<file path="src/rtl/rdc_pkg.sv">
// ----------------------------------------------------------------------------
// rdc_pkg
// Constants and helpers shared by the radix digit converter modules.
// ----------------------------------------------------------------------------
package rdc_pkg;

  // Number of input bits that take part in the conversion
  localparam int VALUE_BITS = 32;
  localparam int IN_W       = 32;
  localparam int NUM_W      = (VALUE_BITS < IN_W) ? VALUE_BITS : IN_W;

  // Divider works two quotient bits per cycle on an even-width dividend
  localparam int DIV_W      = NUM_W + (NUM_W % 2);
  localparam int DIV_STEPS  = DIV_W / 2;
  localparam int STEP_W     = $clog2(DIV_STEPS + 1);

  // Radix register and digit widths
  localparam int RADIX_W    = 6;
  localparam int DIGIT_W    = 6;
  localparam int CHAR_W     = 7;

  localparam logic [RADIX_W-1:0] RADIX_MIN   = RADIX_W'(2);
  localparam logic [RADIX_W-1:0] RADIX_MAX   = RADIX_W'(36);
  localparam logic [RADIX_W-1:0] RADIX_RESET = RADIX_W'(10);

  // Digit stack: at most NUM_W digits (base two)
  localparam int CNT_W      = $clog2(NUM_W + 1);
  localparam int PTR_W      = $clog2(NUM_W);

  localparam logic [CHAR_W-1:0]  CHAR_ZERO  = CHAR_W'(48);
  localparam logic [CHAR_W-1:0]  CHAR_A     = CHAR_W'(65);
  localparam logic [DIGIT_W-1:0] DEC_DIGITS = DIGIT_W'(10);

  // Digit value to ASCII: '0'..'9' then 'A' onward
  function automatic logic [CHAR_W-1:0] digit_ascii(input logic [DIGIT_W-1:0] d);
    logic [CHAR_W-1:0] ch;
    if (d < DEC_DIGITS) begin
      ch = CHAR_ZERO + CHAR_W'(d);
    end else begin
      ch = CHAR_A + CHAR_W'(d - DEC_DIGITS);
    end
    return ch;
  endfunction

endpackage

</file>
<file path="src/rtl/rdc_divider.sv">
// ----------------------------------------------------------------------------
// rdc_divider
// Iterative restoring divider, two quotient bits per cycle, narrow divisor.
// ----------------------------------------------------------------------------
module rdc_divider import rdc_pkg::*; (
  input  logic                clk_i,
  input  logic                rst_ni,
  input  logic                start_i,
  input  logic [NUM_W-1:0]    dividend_i,
  input  logic [RADIX_W-1:0]  divisor_i,
  output logic                done_o,
  output logic [NUM_W-1:0]    quotient_o,
  output logic [DIGIT_W-1:0]  remainder_o
);

  localparam logic [STEP_W-1:0] StepOne = STEP_W'(1);

  logic [DIV_W-1:0]   acc_q, acc_d;
  logic [DIGIT_W-1:0] rem_q, rem_d;
  logic [STEP_W-1:0]  steps_q, steps_d;
  logic               done_q, done_d;

  logic [DIGIT_W:0]   dvs;
  logic [DIGIT_W:0]   p1, p2, s1, s2;
  logic [DIGIT_W-1:0] r1, r2;
  logic               qb1, qb0;

  // Two dependent compare-subtract steps on the partial remainder
  always_comb begin
    dvs = {1'b0, divisor_i};
    p1  = {rem_q, acc_q[DIV_W-1]};
    qb1 = (p1 >= dvs);
    s1  = p1 - dvs;
    r1  = qb1 ? s1[DIGIT_W-1:0] : p1[DIGIT_W-1:0];
    p2  = {r1, acc_q[DIV_W-2]};
    qb0 = (p2 >= dvs);
    s2  = p2 - dvs;
    r2  = qb0 ? s2[DIGIT_W-1:0] : p2[DIGIT_W-1:0];
  end

  // Step sequencing; quotient bits shift in as dividend bits shift out
  always_comb begin
    acc_d   = acc_q;
    rem_d   = rem_q;
    steps_d = steps_q;
    done_d  = 1'b0;
    if (start_i) begin
      acc_d   = DIV_W'(dividend_i);
      rem_d   = '0;
      steps_d = STEP_W'(DIV_STEPS);
    end else if (steps_q != '0) begin
      acc_d   = {acc_q[DIV_W-3:0], qb1, qb0};
      rem_d   = r2;
      steps_d = steps_q - StepOne;
      done_d  = (steps_q == StepOne);
    end
  end

  always_ff @(posedge clk_i or negedge rst_ni) begin
    if (!rst_ni) begin
      steps_q <= '0;
      done_q  <= 1'b0;
    end else begin
      steps_q <= steps_d;
      done_q  <= done_d;
    end
  end

  always_ff @(posedge clk_i) begin
    acc_q <= acc_d;
    rem_q <= rem_d;
  end

  assign done_o      = done_q;
  assign quotient_o  = acc_q[NUM_W-1:0];
  assign remainder_o = rem_q;

endmodule

</file>
<file path="src/rtl/radix_digit_converter.sv">
// ----------------------------------------------------------------------------
// radix_digit_converter
// Writes an unsigned integer as ASCII digits in a base from 2 to 36.
// ----------------------------------------------------------------------------
// One value is taken at a time. Digits are produced least significant first
// by repeated division on one shared divider, kept in a small digit stack,
// then sent most significant first, one request per digit, the final digit
// flagged by last_digit_o. Each digit takes one pass through the divider,
// two quotient bits a cycle over the 32-bit value, then a hand-over into
// the stack; digits are read from the stack in S_READ and presented in
// S_SEND. In_stall_o stays high from the accepted request until the last
// digit has been taken. The radix register (reset 10) clamps written
// values into 2..36 and must only be written while the block is idle.
// ----------------------------------------------------------------------------
module radix_digit_converter import rdc_pkg::*; (
  input  logic               clk_i,
  input  logic               rst_ni,
  // radix configuration
  input  logic               cfg_valid_i,
  output logic               cfg_ready_o,
  input  logic [RADIX_W-1:0] cfg_data_i,
  // input requests
  input  logic               in_valid_i,
  output logic               in_stall_o,
  input  logic [IN_W-1:0]    value_i,
  // digit requests
  output logic               out_valid_o,
  input  logic               out_stall_i,
  output logic [CHAR_W-1:0]  digit_char_o,
  output logic               last_digit_o
);

  typedef enum logic [3:0] {
    S_IDLE = 4'b0001,
    S_DIV  = 4'b0010,
    S_READ = 4'b0100,
    S_SEND = 4'b1000
  } state_e;

  localparam logic [CNT_W-1:0] CntOne = CNT_W'(1);
  localparam logic [PTR_W-1:0] PtrOne = PTR_W'(1);

  state_e             state_q, state_d;
  logic [RADIX_W-1:0] radix_q, radix_d;
  logic [CNT_W-1:0]   cnt_q, cnt_d;
  logic [PTR_W-1:0]   ptr_q, ptr_d;
  logic [DIGIT_W-1:0] rd_q;
  logic [DIGIT_W-1:0] stack_mem [NUM_W];

  logic               in_acc;
  logic               div_start;
  logic               div_done;
  logic [NUM_W-1:0]   div_dividend;
  logic [NUM_W-1:0]   div_quot;
  logic [DIGIT_W-1:0] div_rem;
  logic               push;

  // Shared divider
  rdc_divider u_divider (
    .clk_i       (clk_i),
    .rst_ni      (rst_ni),
    .start_i     (div_start),
    .dividend_i  (div_dividend),
    .divisor_i   (radix_q),
    .done_o      (div_done),
    .quotient_o  (div_quot),
    .remainder_o (div_rem)
  );

  // Radix register with clamping
  assign cfg_ready_o = 1'b1;

  always_comb begin
    radix_d = radix_q;
    if (cfg_valid_i) begin
      if (cfg_data_i < RADIX_MIN) begin
        radix_d = RADIX_MIN;
      end else if (cfg_data_i > RADIX_MAX) begin
        radix_d = RADIX_MAX;
      end else begin
        radix_d = cfg_data_i;
      end
    end
  end

  // Sequencer
  assign in_acc       = in_valid_i && (state_q == S_IDLE);
  assign push         = (state_q == S_DIV) && div_done;
  assign div_start    = in_acc || (push && (div_quot != '0));
  assign div_dividend = (state_q == S_IDLE) ? value_i[NUM_W-1:0] : div_quot;

  always_comb begin
    state_d = state_q;
    cnt_d   = cnt_q;
    ptr_d   = ptr_q;
    case (state_q)
      S_IDLE: begin
        if (in_acc) begin
          cnt_d   = '0;
          state_d = S_DIV;
        end
      end
      S_DIV: begin
        if (div_done) begin
          cnt_d = cnt_q + CntOne;
          if (div_quot == '0) begin
            ptr_d   = cnt_q[PTR_W-1:0];
            state_d = S_READ;
          end
        end
      end
      S_READ: begin
        state_d = S_SEND;
      end
      S_SEND: begin
        if (!out_stall_i) begin
          if (ptr_q == '0) begin
            state_d = S_IDLE;
          end else begin
            ptr_d   = ptr_q - PtrOne;
            state_d = S_READ;
          end
        end
      end
      default: begin
        state_d = S_IDLE;
      end
    endcase
  end

  always_ff @(posedge clk_i or negedge rst_ni) begin
    if (!rst_ni) begin
      state_q <= S_IDLE;
      radix_q <= RADIX_RESET;
      cnt_q   <= '0;
      ptr_q   <= '0;
    end else begin
      state_q <= state_d;
      radix_q <= radix_d;
      cnt_q   <= cnt_d;
      ptr_q   <= ptr_d;
    end
  end

  // Digit stack: written least significant first, read back in reverse
  always_ff @(posedge clk_i) begin
    if (push) begin
      stack_mem[cnt_q[PTR_W-1:0]] <= div_rem;
    end
    rd_q <= stack_mem[ptr_q];
  end

  // Outputs
  assign in_stall_o   = (state_q != S_IDLE);
  assign out_valid_o  = (state_q == S_SEND);
  assign digit_char_o = digit_ascii(rd_q);
  assign last_digit_o = (ptr_q == '0);

endmodule

</file>
<file path="config.mk">
export PLATFORM = sky130hd
export DESIGN_NAME = radix_digit_converter
export DESIGN_NICKNAME = d
export VERILOG_FILES = /design/src/rtl/rdc_pkg.sv /design/src/rtl/rdc_divider.sv /design/src/rtl/radix_digit_converter.sv
export SDC_FILE = /design/constraint.sdc
export NUM_CORES = 1
export LEC_CHECK = 0
export ABC_AREA = 1
export BUFFER_PORTS_ARGS = -buffer_cell sky130_fd_sc_hd__buf_2
export CORE_ASPECT_RATIO = 0.7
export CORE_MARGIN = 2
export CORE_UTILIZATION = 62
export CTS_CLUSTER_SIZE = 10
export DETAILED_ROUTE_END_ITERATION = 8
export GPL_TIMING_DRIVEN = 0
export MAX_ROUTING_LAYER = met4
export PLACE_DENSITY = 0.8
export SETUP_SLACK_MARGIN = 0.15
export SYNTH_ARGS = -nofsm -noshare
export SYNTH_HDL_FRONTEND = slang
export SYNTH_SLANG_ARGS = --single-unit
</file>
<file path="constraint.sdc">
create_clock -name clk_i -period 4.25 [get_ports clk_i]
set_input_delay 0.2125 -clock clk_i [delete_from_list [all_inputs] [get_ports clk_i]]
set_output_delay 0.2125 -clock clk_i [all_outputs]
set_load 0.01 [all_outputs]
</file>
==> reports/qor.yml <==
status:
  status: "finished, final reports clean"
clock_network:
  cts_tree: "built"
  cts-root-buf: "clkbuf_16"
  clockBufferDepth: 3
  clk-insertion-delay-late_ps: 550
  cts_sinks: 262
  cts_buffers: 30
  h-tree-depth: 1
  cts_setup_buffers: 0
  path_clk_slew_ps: 60
logic_synthesis:
  ys_ff_latch: 262
  synth.area.top_cells: "edfxtp_1 57%, nand2_1 7.7%, dfrtp_1 4.8%"
  syn_area_sq_mm: 0.01190
  synth_enable_flop_cells: 224
  syn-instance-count: 1109
  ys_async_sr_fraction_pct: 9.924
  synth_top_area_cell: "edfxtp_1"
  synth-main-ff-cell: "edfxtp_1"
  ys_warn_count: 0
  synth_top_area_share_pct: 56.51
  syn_area_per_cell_sq_um: 10.73
  yosysUniqueCellTypes: 49
  synth.yosys.seq_area_share_pct: 64.03
  synth_fp_nets: 1178
critical_path:
  startpoint_type: "flop"
  worstSetupEndpointType: "flop"
  rr_startpoint: "u_divider.remainder_o[0]"
  crit_arrival_ps: 4230
  cp.required_ps: 4690
  critPathKind: "flop to flop"
  crit_fanout: 36
  critPathLaunch: "u_divider.remainder_o[0]"
  ff2ff_setup_slack_ps: 450
sta:
  worst_slew_pin_slew_ps: 1306
  hold_violations: 0
  max-slew-margin-rel_pct: 12.81
  maxSlewViolCount: 0
  fin_skew_ps: 15.87
  rsz0062_at_grt: "no"
  finalCritPeriodShare_pct: 89.40
  max_clock_freq_ghz: 0.2632
  fin_crit_ps: 3799
  fin_tns_setup_ps: 0
  finalSetupViolCount: 0
power:
  peakVddDrop_v: 0.0005127
  power_density_mw_per_mm2: 747.1
  leakage_nw: 5.381
global_routing:
  grt_usage_pct: 31.27
  grt-ovfl-total: 0
  antenna_found_initial: 1
  grt_max_degree: 37
  first_global_vias: 8631
  grt_pass1_wl_um: 46620
route:
  final_antenna_net_count: 0
  wirelength_um: 30500
  wl_per_cell_um: 20.27
  drcViolationCount: 0
  viasPerCell: 6.003
  first_pass_iters: 6
  num_vias: 9034
  first_iter_violations: 1292
finish:
  fin_nets: 1306
  final.fill_count: 1232
  design_area_sq_mm: 0.01381
  layout_commonest_cell: "nand2_1"
  drive_gt1_share_pct: 12.37
  area_growth_pct: 16.02
  final_cell_mix: "244 x nand2_1, 224 x edfxtp_1, 138 x nor2_1"
place:
  placed_area_sq_mm: 0.01247
  gp_congestion: 0.9414
  place_hpwl_um: 19060
  portBuffers: 52
floorplanning:
  die_h_um: 119.9
  start_util_pct: 63.09
  ios: 54
  fp.coreArea_sq_mm: 0.01887
  num_rows: 42
  dieWidth_um: 169.6
  die_area_sq_mm: 0.02034
min_path:
  min_from: "value_i[13]"
  min_path_type: "input pin to flop"
job:
  maxCapViolCount: 0
==> stage by stage <==
step | std cells | setup WS, ps | util (%) | power [mW] | hold slack, ps
3_3_place_gp | 1403 | 334.0 | 66.08 | 7.649 | 240.0
4_1_cts | 1502 | 239.6 | 72.99 | 10.14 | 5.920
3_5_place_dp | 1403 | 271.2 | 66.08 | 7.787 | 249.9
5_1_grt | 1504 | 171.8 | 73.19 | 10.86 | 14.31
2_1_floorplan | 1109 | 1183 | - | 6.543 | -83.09
6_report | 1505 | 450.6 | 73.20 | 10.32 | 24.32
==> synth_stat cells (all sizes together) (15+ instances only) <==
library cell / n
nor2: 142
o211ai: 23
buf: 32
o21ai: 102
ha: 24
mux2i: 15
inv: 83
o22ai: 29
dfrtp: 23
edfxtp: 224
nand3: 56
nand2: 249
a21oi: 30
==> timing repair <==
item                       in CTS  in global routing
hold buffers                   43                  0
setup endpoints to repair       0                  5
hold endpoints to repair       61                  0
gates resized for setup         0                  1
==> power breakdown <==
group	internal (mW)	total, mW	leakage, nW	switching (mW)
sequential	3.50	4.00	2.50	0.500
combinational	1.37	3.98	2.47	2.61
clock	1.36	2.33	0.415	0.974
==> final timing paths <==
kind	to	depth (start not counted)
worst max register to register	u_divider.remainder_o[2]	17
min in group asynchronous	radix_q[4]	2
worst min register to register	u_divider.steps_q[3]	1
worst max-delay path	u_divider.remainder_o[2]	17
worst min-delay path	u_divider.quotient_o[13]	3
max in group asynchronous	ptr_q[3]	2
==> sequential cells by signal, summed over array words and instances (netlist names) <==
signal	cells
state_q	4
stack_mem	192
radix_q	6
u_divider.steps_q	5
u_divider.quotient_o	32
u_divider.remainder_o	6
rd_q	6
u_divider.done_o	1
cnt_q	5
ptr_q	5
==> per-layer routing <==
metal / global-route usage [%] / part of all wire [%] / up-vias
met5: - / 0 / -
met1: 43.66 / 41 / 4248
met3: 7.817 / 12 / 107
li1: - / - / 4110
met2: 46.38 / 44 / 569
met4: 8.654 / 3.0 / 0
==> layout make-up <==
cell class	count	area, sq um	share of cell area, %
Antenna cell	2	5.005	0.03624
Clock buffer	55	865.8	6.270
Tap cell	242	302.8	2.193
Multi-Input combinational cell	720	3739	27.07
Sequential cell	262	7627	55.23
Inverter	83	311.5	2.256
Buffer	44	231.5	1.676
Timing Repair Buffer	96	718.2	5.201
Clock inverter	1	8.758	0.06342
==> worst max-delay path, cell delays in order (launching register included) <==
cell and delay (ps):
dfxtp_1 1190, ha_1 440, nand3_1 130, nand3_1 140
nand2_4 160, nand3_1 90, nand2_1 130, inv_1 60
ha_1 350, nand2_1 80, inv_1 100, nand4_1 80
o211ai_1 110, nand2_1 240, nand3_4 170, nand2_1 80
nand3_1 80, nand2_1 50
==> cells by family after synthesis <==
kind of cell | count (synthesis) | share of synthesized area [%]
AO/OA/AOI/OAI | 195 | 9.398
XOR/XNOR | 10 | 0.7359
adder cells (fa/ha/maj) | 26 | 2.859
buffers and inverters | 127 | 4.562
flip-flops | 262 | 64.03
multiplexers | 20 | 1.734
other | 1 | 0.03151
AND/OR/NAND/NOR | 468 | 16.65
(Power assumes the default switching activity.)
